$ cat src/wredq_pkg.sv
`timescale 1ns / 1ps
`default_nettype none

package wredq_pkg;

	// Field widths of the two channels.
	localparam int SIZE_W    = 16;
	localparam int FLOW_W    = 8;
	localparam int RND_W     = 31;
	localparam int TIME_W    = 32;
	localparam int VERDICT_W = 3;
	localparam int PKTS_W    = 16;
	localparam int BYTES_W   = 25;

	// Register widths.
	localparam int CNT_LIM_W = 16;
	localparam int BYTE_LIM_W = 24;
	localparam int RAMP_W    = 16;
	localparam int DENOM_W   = 8;
	localparam int RATE_W    = 16;
	localparam int LAT_W     = 20;

	// Configuration port.
	localparam int APB_DATA_W = 32;
	localparam int APB_ADDR_W = 5;
	localparam int REG_IDX_W  = 3;

	localparam logic [REG_IDX_W-1:0] REG_COUNT_LIMIT   = 3'd0;
	localparam logic [REG_IDX_W-1:0] REG_BYTE_LIMIT    = 3'd1;
	localparam logic [REG_IDX_W-1:0] REG_RAMP_MIN      = 3'd2;
	localparam logic [REG_IDX_W-1:0] REG_RAMP_MAX      = 3'd3;
	localparam logic [REG_IDX_W-1:0] REG_RAMP_DENOM    = 3'd4;
	localparam logic [REG_IDX_W-1:0] REG_RAMP_FLOW     = 3'd5;
	localparam logic [REG_IDX_W-1:0] REG_LINE_RATE     = 3'd6;
	localparam logic [REG_IDX_W-1:0] REG_EXTRA_LATENCY = 3'd7;

	localparam logic [RAMP_W-1:0]  RAMP_MIN_RESET   = 16'd5;
	localparam logic [RAMP_W-1:0]  RAMP_MAX_RESET   = 16'd20;
	localparam logic [DENOM_W-1:0] RAMP_DENOM_RESET = 8'd8;
	localparam logic [FLOW_W-1:0]  RAMP_FLOW_RESET  = 8'd1;
	localparam logic [RATE_W-1:0]  LINE_RATE_RESET  = 16'd1000;

	// Verdict codes.
	localparam logic [VERDICT_W-1:0] VERDICT_ACCEPT     = 3'd0;
	localparam logic [VERDICT_W-1:0] VERDICT_COUNT_DROP = 3'd1;
	localparam logic [VERDICT_W-1:0] VERDICT_BYTE_DROP  = 3'd2;
	localparam logic [VERDICT_W-1:0] VERDICT_RAND_DROP  = 3'd3;
	localparam logic [VERDICT_W-1:0] VERDICT_DEQUEUED   = 3'd4;

	localparam logic KIND_ENQUEUE = 1'b0;
	localparam logic KIND_DEQUEUE = 1'b1;

	// Shared divider: dividend, divisor and step count.
	localparam int DIV_N_W   = 32;
	localparam int DIV_D_W   = 24;
	localparam int DIV_CNT_W = $clog2(DIV_N_W + 1);
	// Serialization interval: pkt_size * 8 fits in this many bits.
	localparam int INTV_W    = SIZE_W + 3;

	typedef struct packed {
		logic [CNT_LIM_W-1:0]  count_limit;
		logic [BYTE_LIM_W-1:0] byte_limit;
		logic [RAMP_W-1:0]     ramp_min;
		logic [RAMP_W-1:0]     ramp_max;
		logic [DENOM_W-1:0]    ramp_denominator;
		logic [FLOW_W-1:0]     ramp_flow;
		logic [RATE_W-1:0]     line_rate;
		logic [LAT_W-1:0]      extra_latency;
	} cfg_t;

	typedef struct packed {
		logic busy;
		logic done;
	} div_sts_t;

endpackage

`default_nettype wire

$ cat src/wredq_in_if.sv
`timescale 1ns / 1ps
`default_nettype none

interface wredq_in_if;
	import wredq_pkg::*;

	logic              valid;
	logic              ready;
	logic              kind;
	logic [SIZE_W-1:0] pkt_size;
	logic [FLOW_W-1:0] flow_id;
	logic [RND_W-1:0]  random_value;
	logic [TIME_W-1:0] now_us;

	modport source (
		output valid, kind, pkt_size, flow_id, random_value, now_us,
		input  ready
	);

	modport sink (
		input  valid, kind, pkt_size, flow_id, random_value, now_us,
		output ready
	);
endinterface

`default_nettype wire

$ cat src/wredq_out_if.sv
`timescale 1ns / 1ps
`default_nettype none

interface wredq_out_if;
	import wredq_pkg::*;

	logic                 valid;
	logic                 ready;
	logic [VERDICT_W-1:0] verdict;
	logic [PKTS_W-1:0]    queue_packets;
	logic [BYTES_W-1:0]   queue_bytes;
	logic [TIME_W-1:0]    depart_time_us;

	modport source (
		output valid, verdict, queue_packets, queue_bytes, depart_time_us,
		input  ready
	);

	modport sink (
		input  valid, verdict, queue_packets, queue_bytes, depart_time_us,
		output ready
	);
endinterface

`default_nettype wire

$ cat src/wredq_regs.sv
`timescale 1ns / 1ps
`default_nettype none

module wredq_regs (
	input  wire logic                             clk,
	input  wire logic                             arst_n,
	input  wire logic                             psel,
	input  wire logic                             penable,
	input  wire logic                             pwrite,
	input  wire logic [wredq_pkg::APB_ADDR_W-1:0] paddr,
	input  wire logic [wredq_pkg::APB_DATA_W-1:0] pwdata,
	output logic      [wredq_pkg::APB_DATA_W-1:0] prdata,
	output logic                                  pready,
	output wredq_pkg::cfg_t                       cfg
);
	import wredq_pkg::*;

	cfg_t                 cfg_q;
	logic [REG_IDX_W-1:0] idx;
	logic                 wr_en;

	assign pready = 1'b1;
	assign idx    = paddr[APB_ADDR_W-1:2];
	assign wr_en  = psel && penable && pwrite && pready;
	assign cfg    = cfg_q;

	always_ff @(posedge clk or negedge arst_n) begin
		if (!arst_n) begin
			cfg_q.count_limit      <= '0;
			cfg_q.byte_limit       <= '0;
			cfg_q.ramp_min         <= RAMP_MIN_RESET;
			cfg_q.ramp_max         <= RAMP_MAX_RESET;
			cfg_q.ramp_denominator <= RAMP_DENOM_RESET;
			cfg_q.ramp_flow        <= RAMP_FLOW_RESET;
			cfg_q.line_rate        <= LINE_RATE_RESET;
			cfg_q.extra_latency    <= '0;
		end else if (wr_en) begin
			unique case (idx)
				REG_COUNT_LIMIT:   cfg_q.count_limit      <= pwdata[CNT_LIM_W-1:0];
				REG_BYTE_LIMIT:    cfg_q.byte_limit       <= pwdata[BYTE_LIM_W-1:0];
				REG_RAMP_MIN:      cfg_q.ramp_min         <= pwdata[RAMP_W-1:0];
				REG_RAMP_MAX:      cfg_q.ramp_max         <= pwdata[RAMP_W-1:0];
				REG_RAMP_DENOM:    cfg_q.ramp_denominator <= pwdata[DENOM_W-1:0];
				REG_RAMP_FLOW:     cfg_q.ramp_flow        <= pwdata[FLOW_W-1:0];
				REG_LINE_RATE:     cfg_q.line_rate        <= pwdata[RATE_W-1:0];
				REG_EXTRA_LATENCY: cfg_q.extra_latency    <= pwdata[LAT_W-1:0];
			endcase
		end
	end

	always_comb begin
		unique case (idx)
			REG_COUNT_LIMIT:   prdata = APB_DATA_W'(cfg_q.count_limit);
			REG_BYTE_LIMIT:    prdata = APB_DATA_W'(cfg_q.byte_limit);
			REG_RAMP_MIN:      prdata = APB_DATA_W'(cfg_q.ramp_min);
			REG_RAMP_MAX:      prdata = APB_DATA_W'(cfg_q.ramp_max);
			REG_RAMP_DENOM:    prdata = APB_DATA_W'(cfg_q.ramp_denominator);
			REG_RAMP_FLOW:     prdata = APB_DATA_W'(cfg_q.ramp_flow);
			REG_LINE_RATE:     prdata = APB_DATA_W'(cfg_q.line_rate);
			REG_EXTRA_LATENCY: prdata = APB_DATA_W'(cfg_q.extra_latency);
		endcase
	end
endmodule

`default_nettype wire

$ cat src/wredq_div.sv
`timescale 1ns / 1ps
`default_nettype none

// Restoring divider, one quotient bit per cycle.
module wredq_div (
	input  wire logic                          clk,
	input  wire logic                          arst_n,
	input  wire logic                          start,
	input  wire logic [wredq_pkg::DIV_N_W-1:0] dividend,
	input  wire logic [wredq_pkg::DIV_D_W-1:0] divisor,
	output logic      [wredq_pkg::DIV_N_W-1:0] quotient,
	output logic      [wredq_pkg::DIV_D_W-1:0] remainder,
	output wredq_pkg::div_sts_t                sts
);
	import wredq_pkg::*;

	logic [DIV_N_W-1:0]   quo_q;
	logic [DIV_D_W-1:0]   rem_q;
	logic [DIV_D_W-1:0]   dsr_q;
	logic [DIV_CNT_W-1:0] cnt_q;
	logic                 done_q;
	logic [DIV_D_W:0]     trial;
	logic [DIV_D_W:0]     diff;
	logic                 fits;

	assign trial = {rem_q, quo_q[DIV_N_W-1]};
	assign diff  = trial - {1'b0, dsr_q};
	assign fits  = trial >= {1'b0, dsr_q};

	always_ff @(posedge clk or negedge arst_n) begin
		if (!arst_n) begin
			cnt_q  <= '0;
			done_q <= 1'b0;
		end else begin
			done_q <= 1'b0;
			if (start) begin
				cnt_q <= DIV_CNT_W'(DIV_N_W);
			end else if (cnt_q != '0) begin
				cnt_q <= cnt_q - 1'b1;
				if (cnt_q == DIV_CNT_W'(1)) begin
					done_q <= 1'b1;
				end
			end
		end
	end

	always_ff @(posedge clk) begin
		if (start) begin
			quo_q <= dividend;
			rem_q <= '0;
			dsr_q <= divisor;
		end else if (cnt_q != '0) begin
			// The partial remainder stays below the divisor, so its top bit drops.
			rem_q <= fits ? diff[DIV_D_W-1:0] : trial[DIV_D_W-1:0];
			quo_q <= {quo_q[DIV_N_W-2:0], fits};
		end
	end

	assign quotient  = quo_q;
	assign remainder = rem_q;
	assign sts.busy  = cnt_q != '0;
	assign sts.done  = done_q;
endmodule

`default_nettype wire

$ cat src/wred_queue_admission.sv
`timescale 1ns / 1ps
`default_nettype none

// Channel   Direction  Handshake      Content
// req       sink       valid/ready    kind, pkt_size, flow_id, random_value, now_us
// rsp       source     valid/ready    verdict, queue_packets, queue_bytes, depart_time_us
// APB       slave      psel/penable   eight configuration registers at 4*index
//
// Every item passes, from its transfer to its result being registered, through
// one preparation step, the divider load, the 32 steps of the shared restoring
// divider, its done flag and the final step. The divider gives the random
// remainder for an enqueue and the serialization interval for a dequeue.
// The input is ready only while the sequencer is idle, so a new request is not
// taken before the block is through with the last one.
// Reset (arst_n low) clears the queue state, the sequencer and the result valid.
// A new item is taken while a finished result still waits on rsp; the block then
// holds in its final step until the result register frees up.

module wred_queue_admission (
	input  wire logic                             clk,
	input  wire logic                             arst_n,
	input  wire logic                             psel,
	input  wire logic                             penable,
	input  wire logic                             pwrite,
	input  wire logic [wredq_pkg::APB_ADDR_W-1:0] paddr,
	input  wire logic [wredq_pkg::APB_DATA_W-1:0] pwdata,
	output logic      [wredq_pkg::APB_DATA_W-1:0] prdata,
	output logic                                  pready,
	wredq_in_if.sink                              req,
	wredq_out_if.source                           rsp
);
	import wredq_pkg::*;

	typedef enum logic [4:0] {
		S_IDLE   = 5'b00001,
		S_PREP   = 5'b00010,
		S_START  = 5'b00100,
		S_WAIT   = 5'b01000,
		S_FINISH = 5'b10000
	} state_t;

	localparam logic [PKTS_W-1:0]  PKT_MAX  = '1;
	localparam logic [BYTES_W-1:0] BYTE_MAX = '1;

	cfg_t      cfg;
	div_sts_t  div_sts;
	state_t    state_q;

	// Accepted item.
	logic              kind_q;
	logic [SIZE_W-1:0] size_q;
	logic [FLOW_W-1:0] flow_q;
	logic [RND_W-1:0]  rnd_q;
	logic [TIME_W-1:0] now_q;

	// Queue state.
	logic [PKTS_W-1:0]  pkts_q;
	logic [BYTES_W-1:0] bytes_q;
	logic [TIME_W-1:0]  last_q;

	// Values prepared before the division.
	logic [DIV_D_W-1:0] ramp_n_q;
	logic [TIME_W-1:0]  start_q;

	// Result register.
	logic                 rsp_valid_q;
	logic [VERDICT_W-1:0] verdict_q;
	logic [PKTS_W-1:0]    rsp_pkts_q;
	logic [BYTES_W-1:0]   rsp_bytes_q;
	logic [TIME_W-1:0]    rsp_depart_q;

	logic [DIV_N_W-1:0] div_dividend;
	logic [DIV_D_W-1:0] div_divisor;
	logic [DIV_N_W-1:0] div_quo;
	logic [DIV_D_W-1:0] div_rem;
	logic [RATE_W-1:0]  rate_nz;

	logic               take_item;
	logic               finish_go;
	logic               ramp_drop;
	logic [RAMP_W-1:0]  ramp_m;
	logic [DIV_D_W:0]   rem_plus1;
	logic [BYTES_W:0]   bytes_sum;
	logic [TIME_W-1:0]  last_new;

	logic [VERDICT_W-1:0] verdict_d;
	logic [PKTS_W-1:0]    pkts_d;
	logic [BYTES_W-1:0]   bytes_d;
	logic [TIME_W-1:0]    depart_d;

	wredq_regs u_regs (
		.clk     (clk),
		.arst_n  (arst_n),
		.psel    (psel),
		.penable (penable),
		.pwrite  (pwrite),
		.paddr   (paddr),
		.pwdata  (pwdata),
		.prdata  (prdata),
		.pready  (pready),
		.cfg     (cfg)
	);

	// A zero line rate counts as one bit per microsecond.
	assign rate_nz = (cfg.line_rate == '0) ? RATE_W'(1) : cfg.line_rate;

	// An enqueue divides the random value by the ramp span; a dequeue divides
	// the packet's bit count by the line rate.
	assign div_dividend = (kind_q == KIND_DEQUEUE) ?
		DIV_N_W'({size_q, 3'b000}) : DIV_N_W'(rnd_q);
	assign div_divisor = (kind_q == KIND_DEQUEUE) ? DIV_D_W'(rate_nz) : ramp_n_q;

	wredq_div u_div (
		.clk       (clk),
		.arst_n    (arst_n),
		.start     (state_q == S_START),
		.dividend  (div_dividend),
		.divisor   (div_divisor),
		.quotient  (div_quo),
		.remainder (div_rem),
		.sts       (div_sts)
	);

	assign req.ready = (state_q == S_IDLE);
	assign take_item = req.valid && req.ready;
	assign finish_go = (state_q == S_FINISH) && (!rsp_valid_q || rsp.ready);

	// Random early drop ramp. When the span is zero the count is past it, so
	// the remainder of that division is never looked at.
	always_comb begin
		ramp_m    = pkts_q - cfg.ramp_min;
		rem_plus1 = {1'b0, div_rem} + 1'b1;
		priority if (cfg.ramp_max < cfg.ramp_min) begin
			ramp_drop = 1'b0;
		end else if (cfg.ramp_max == cfg.ramp_min) begin
			ramp_drop = 1'b1;
		end else if (pkts_q > cfg.ramp_max) begin
			ramp_drop = 1'b1;
		end else if (pkts_q <= cfg.ramp_min) begin
			ramp_drop = 1'b0;
		end else if (DIV_D_W'(ramp_m) > ramp_n_q) begin
			ramp_drop = 1'b1;
		end else begin
			ramp_drop = rem_plus1 <= (DIV_D_W + 1)'(ramp_m);
		end
	end

	// Verdict and next queue state.
	always_comb begin
		bytes_sum = {1'b0, bytes_q} + (BYTES_W + 1)'(size_q);
		last_new  = start_q + TIME_W'(div_quo[INTV_W-1:0]);
		verdict_d = VERDICT_ACCEPT;
		pkts_d    = pkts_q;
		bytes_d   = bytes_q;
		depart_d  = '0;
		if (kind_q == KIND_DEQUEUE) begin
			verdict_d = VERDICT_DEQUEUED;
			pkts_d    = (pkts_q != '0) ? pkts_q - 1'b1 : '0;
			bytes_d   = (bytes_q > BYTES_W'(size_q)) ? bytes_q - BYTES_W'(size_q) : '0;
			depart_d  = last_new + TIME_W'(cfg.extra_latency);
		end else begin
			priority if (cfg.count_limit != '0 && pkts_q >= cfg.count_limit) begin
				verdict_d = VERDICT_COUNT_DROP;
			end else if (cfg.byte_limit != '0 && bytes_q >= BYTES_W'(cfg.byte_limit)) begin
				verdict_d = VERDICT_BYTE_DROP;
			end else if (flow_q == cfg.ramp_flow && ramp_drop) begin
				verdict_d = VERDICT_RAND_DROP;
			end else begin
				verdict_d = VERDICT_ACCEPT;
				pkts_d    = (pkts_q < PKT_MAX) ? pkts_q + 1'b1 : PKT_MAX;
				bytes_d   = bytes_sum[BYTES_W] ? BYTE_MAX : bytes_sum[BYTES_W-1:0];
			end
		end
	end

	// Sequencer.
	always_ff @(posedge clk or negedge arst_n) begin
		if (!arst_n) begin
			state_q <= S_IDLE;
		end else begin
			unique case (state_q)
				S_IDLE: begin
					if (take_item) begin
						state_q <= S_PREP;
					end
				end
				S_PREP:  state_q <= S_START;
				S_START: state_q <= S_WAIT;
				S_WAIT: begin
					if (div_sts.done) begin
						state_q <= S_FINISH;
					end
				end
				S_FINISH: begin
					if (finish_go) begin
						state_q <= S_IDLE;
					end
				end
				default: state_q <= S_IDLE;
			endcase
		end
	end

	// Queue state and result valid.
	always_ff @(posedge clk or negedge arst_n) begin
		if (!arst_n) begin
			pkts_q      <= '0;
			bytes_q     <= '0;
			last_q      <= '0;
			rsp_valid_q <= 1'b0;
		end else begin
			if (finish_go) begin
				pkts_q      <= pkts_d;
				bytes_q     <= bytes_d;
				rsp_valid_q <= 1'b1;
				if (kind_q == KIND_DEQUEUE) begin
					last_q <= last_new;
				end
			end else if (rsp.ready) begin
				rsp_valid_q <= 1'b0;
			end
		end
	end

	// Item capture, preparation and result payload.
	always_ff @(posedge clk) begin
		if (take_item) begin
			kind_q <= req.kind;
			size_q <= req.pkt_size;
			flow_q <= req.flow_id;
			rnd_q  <= req.random_value;
			now_q  <= req.now_us;
		end
		if (state_q == S_PREP) begin
			// The span only matters when ramp_max exceeds ramp_min. The product
			// of the 8-bit denominator and the 16-bit span needs all 24 bits.
			ramp_n_q <= DIV_D_W'(cfg.ramp_denominator) *
				DIV_D_W'(cfg.ramp_max - cfg.ramp_min);
			start_q  <= (last_q > now_q) ? last_q : now_q;
		end
		if (finish_go) begin
			verdict_q    <= verdict_d;
			rsp_pkts_q   <= pkts_d;
			rsp_bytes_q  <= bytes_d;
			rsp_depart_q <= depart_d;
		end
	end

	assign rsp.valid          = rsp_valid_q;
	assign rsp.verdict        = verdict_q;
	assign rsp.queue_packets  = rsp_pkts_q;
	assign rsp.queue_bytes    = rsp_bytes_q;
	assign rsp.depart_time_us = rsp_depart_q;
endmodule

`default_nettype wire

$ cat src/flat_wrapper.sv
// flat-port wrapper written by rule: the top's interface ports become plain ports
module wred_queue_admission_flat import wredq_pkg::*;
  (clk, arst_n, psel, penable, pwrite, paddr, pwdata, prdata, pready, req_valid, req_kind, req_pkt_size, req_flow_id, req_random_value, req_now_us, req_ready, rsp_valid, rsp_verdict, rsp_queue_packets, rsp_queue_bytes, rsp_depart_time_us, rsp_ready);
  wredq_in_if req_i ();
  wredq_out_if rsp_i ();
  input  wire logic clk;
  input  wire logic arst_n;
  input  wire logic psel;
  input  wire logic penable;
  input  wire logic pwrite;
  input  wire logic [wredq_pkg::APB_ADDR_W-1:0] paddr;
  input  wire logic [wredq_pkg::APB_DATA_W-1:0] pwdata;
  output logic      [wredq_pkg::APB_DATA_W-1:0] prdata;
  output logic pready;
  input wire logic [$bits(req_i.valid)-1:0] req_valid;
  input wire logic [$bits(req_i.kind)-1:0] req_kind;
  input wire logic [$bits(req_i.pkt_size)-1:0] req_pkt_size;
  input wire logic [$bits(req_i.flow_id)-1:0] req_flow_id;
  input wire logic [$bits(req_i.random_value)-1:0] req_random_value;
  input wire logic [$bits(req_i.now_us)-1:0] req_now_us;
  output wire logic [$bits(req_i.ready)-1:0] req_ready;
  output wire logic [$bits(rsp_i.valid)-1:0] rsp_valid;
  output wire logic [$bits(rsp_i.verdict)-1:0] rsp_verdict;
  output wire logic [$bits(rsp_i.queue_packets)-1:0] rsp_queue_packets;
  output wire logic [$bits(rsp_i.queue_bytes)-1:0] rsp_queue_bytes;
  output wire logic [$bits(rsp_i.depart_time_us)-1:0] rsp_depart_time_us;
  input wire logic [$bits(rsp_i.ready)-1:0] rsp_ready;
  assign req_i.valid = req_valid;
  assign req_i.kind = req_kind;
  assign req_i.pkt_size = req_pkt_size;
  assign req_i.flow_id = req_flow_id;
  assign req_i.random_value = req_random_value;
  assign req_i.now_us = req_now_us;
  assign req_ready = req_i.ready;
  assign rsp_valid = rsp_i.valid;
  assign rsp_verdict = rsp_i.verdict;
  assign rsp_queue_packets = rsp_i.queue_packets;
  assign rsp_queue_bytes = rsp_i.queue_bytes;
  assign rsp_depart_time_us = rsp_i.depart_time_us;
  assign rsp_i.ready = rsp_ready;
  wred_queue_admission u_core (.clk(clk), .arst_n(arst_n), .psel(psel), .penable(penable), .pwrite(pwrite), .paddr(paddr), .pwdata(pwdata), .prdata(prdata), .pready(pready), .req(req_i), .rsp(rsp_i));
endmodule
$ cat config.mk
export PLATFORM = sky130hd
export DESIGN_NAME = wred_queue_admission_flat
export DESIGN_NICKNAME = d
export VERILOG_FILES = /design/src/wredq_pkg.sv /design/src/wredq_in_if.sv /design/src/wredq_out_if.sv /design/src/wredq_regs.sv /design/src/wredq_div.sv /design/src/wred_queue_admission.sv /design/src/flat_wrapper.sv
export SDC_FILE = /design/constraint.sdc
export NUM_CORES = 2
export LEC_CHECK = 0
export BUFFER_PORTS_ARGS = -buffer_cell sky130_fd_sc_hd__buf_2
export CORE_MARGIN = 3
export CORE_UTILIZATION = 30
export CTS_BUF_LIST = sky130_fd_sc_hd__clkbuf_4 sky130_fd_sc_hd__clkbuf_8
export CTS_CLUSTER_DIAMETER = 100
export DETAILED_ROUTE_END_ITERATION = 10
export PLACE_DENSITY = 0.46
export SLEW_MARGIN = 40
export SYNTH_ARGS = -nofsm -noshare
export SYNTH_HDL_FRONTEND = slang
export SYNTH_SLANG_ARGS = --single-unit
$ cat constraint.sdc
create_clock -name clk -period 17.27 [get_ports clk]
set_input_delay 3.454 -clock clk [delete_from_list [all_inputs] [get_ports clk]]
set_output_delay 3.454 -clock clk [all_outputs]
set_load 0.01 [all_outputs]
==> flow_summary.json <==
{
  "yosysWarnings": 0,
  "max-clock-path-buffers": 3,
  "p_per_area_mw_per_mm2": 209.0,
  "drive_gt1_frac": 0.1706,
  "fp.dieH_um": 355.9,
  "cts.sinks": 510,
  "synth_top_cell_by_area": "edfxtp_1",
  "synth_area_leaders": "edfxtp_1, dfrtp_1, ha_1",
  "nFillCells": 12480,
  "max-vdd-ir-drop_v": 0.0003541,
  "endpoint": "prdata[1]",
  "ys_seq_area_frac": 0.3824,
  "finalWeightedCongestion": 0.8997,
  "clk_latency_ps": 810,
  "ys_seq_elements": 510,
  "power.share.clock": 0.151,
  "drtAntennaViolNets": 0,
  "r2r-start": "u_core.u_regs.cfg[70]",
  "setup_violations": 0,
  "dp.cells": 5474,
  "ios": 243,
  "worstSetupPathType": "in2out",
  "internal_power_mw": 4.557,
  "hpwl_um": 93650,
  "required_ps": 13820,
  "drv_slew": 0,
  "rsz0062_at_grt": "no",
  "synth_edf_count": 276,
  "fin_crit_ps": 8964,
  "grt_start_max_net_pins": 71,
  "grt_usage": 0.1954,
  "vias": 28960,
  "holdCritStartpoint": "u_core.u_div.quotient[23]",
  "syn_to_final_growth_pct": 14.10,
  "vias_per_cell": 5.106,
  "fp-row-count": 127,
  "layout.cells.non_filler": 5671,
  "whs_path_depth": 2,
  "pwr-share-comb": 0.613,
  "period_share": 0.5191,
  "slew_headroom": 0.4141,
  "grt_pass1_vias": 28430,
  "cp_max_fo": 57,
  "cts_made_buffers": 102,
  "regToRegSetupSlack_ps": 9930,
  "start_util": 0.3041,
  "wl_per_cell_um": 21.99,
  "power.leakage_nw": 18.37,
  "clockRootBuffer": "clkbuf_8",
  "cts_hold_buf": 0,
  "synthesis.area_sq_mm": 0.03672,
  "num-nets-final": 4497,
  "port_buffers": 223,
  "drc_errors": 0,
  "totalWireLength_um": 124700,
  "dieWidth_um": 355.9,
  "hold_violations": 0,
  "tightest_slew_ps": 875.6,
  "clk_pin_slew_ps": 60,
  "crit_start": "paddr[4]",
  "grt_pass1_wl_um": 186600,
  "drtIter0Drc": 2133,
  "coreArea_sq_mm": 0.1208,
  "critical_path.endpoint_type": "output pin",
  "synth_cells": 3767,
  "power_frac_seq": 0.235,
  "fmax_mhz": 111.6,
  "arrival_ps": 5510,
  "rr_endpoint": "u_core.ramp_n_q[23]",
  "cts_tree": "yes",
  "synth_commonest_cells": "inv_1, nand2_1, ha_1",
  "reg2reg_depth": 24,
  "ys_types": 97,
  "syn_avg_cell_area_sq_um": 9.748,
  "cap_viol_max_count": 0,
  "async_flop_share": 0.4118,
  "hp-class": "reg2reg",
  "critPathLaunchType": "input port",
  "ys.flop_type": "edfxtp_1",
  "setup_tns_ps": 0,
  "p_sw_frac": 0.4796,
  "cts_setup_buffers": 0,
  "post_cts_resize_count": 0,
  "synth_top_area_frac": 0.2257,
  "status": "finished clean",
  "ctsHtreeMaxLevel": 3,
  "dieArea_sq_mm": 0.1266,
  "first_pass_iters": 5,
  "antenna_found_initial": 10,
  "worst_clock_skew_ps": 62.61,
  "overflow": 0,
  "switchingPower_mw": 4.199
}
-- power groups by stage --
stage               clock, mW  sequential [mW]  combinational [mW]
floorplan                   0             1.90                3.77
global placement            0             2.08                5.35
detailed placement          0             2.08                5.36
CTS                      1.38             2.06                5.40
global route             1.43             2.09                6.08
finish                   1.32             2.06                5.37
-- per-stage QoR --
step	power, mW	hold WS [ps]	cell area (sq um)	setup WS, ps	util
floorplan	5.679	465.0	36750	8790	-
global placement	7.432	488.9	39510	7952	0.3271
detailed placement	7.437	496.2	39640	8202	0.3282
CTS	8.842	512.5	41810	8195	0.3462
global route	9.605	533.1	41890	8086	0.3469
finish	8.756	503.7	41900	8306	0.3469
-- cells in the final DEF (no fill, tap or decap), drive strengths merged, types with 35 or more instances in the layout --
cell,Yosys,final
mux2,131,131
dfrtp,197,197
xor2,69,69
a21oi,181,181
ha,284,284
edfxtp,276,276
nand2,356,356
nand3,124,124
a21o,70,70
inv,357,361
fa,112,112
o21ai,251,251
and2,99,99
nand4,62,62
nor2,187,187
clkbuf,126,159
buf,50,267
xnor2,110,110
nor2b,72,72
nor3,66,66
nor4,35,35
-- flip-flops by register name, indices dropped and copies added, names as in the netlist, 24 cells and up --
register / cells
u_core.u_regs.cfg: 124
u_core.last_q: 32
u_core.now_q: 32
u_core.rsp.depart_time_us: 32
u_core.start_q: 32
u_core.u_div.quotient: 32
u_core.rnd_q: 31
u_core.bytes_q: 25
u_core.rsp.queue_bytes: 25
u_core.ramp_n_q: 24
u_core.u_div.dsr_q: 24
u_core.u_div.remainder: 24
-- worst min path at each step --
stage	endpoint
final	u_core.u_div.quotient[24]
after global routing	u_core.u_div.quotient[27]
after CTS	u_core.u_div.quotient[23]
after detailed placement	u_core.u_div.quotient[21]
after global placement	u_core.u_div.quotient[21]
after floorplan	u_core.u_div.remainder[23]
-- cells by family (layout without fill, tap and decap cells) --
kind of cell	after synthesis	count (layout)	synth area share
buf+inv	534	816	0.05704
fa+ha+maj	396	396	0.1578
other cells	2	12	0.0002045
compound gates	815	815	0.1472
mux	168	168	0.05231
simple gates	1163	1163	0.1603
flops	510	510	0.3824
xor+xnor	179	179	0.04270
-- final cells by class --
cell class,count,area (sq um),area share
diodes,3,7.507,0.0001792
clock buffers,159,1969,0.04701
clock inverters,32,198.9,0.004749
inverters,358,1351,0.03225
multi-input cells,2730,20770,0.4958
flip-flops and latches,510,14040,0.3351
well taps,1612,2017,0.04814
repair buffers,267,1538,0.03670
-- worst max-delay path: stages --
cell and delay [ps]:
buf_2 80, buf_4 570, inv_1 380, nor2_1 300, a22o_1 190, a221oi_1 120, a31oi_1 230, buf_2 170
-- layer usage --
layer,GRT usage,share of wire
met3,0.03035,0.054
met4,0.05253,0.024
met1,0.2790,0.47
met5,0,0
met2,0.3069,0.45
No activity file was read; power rests on OpenSTA's default activity.
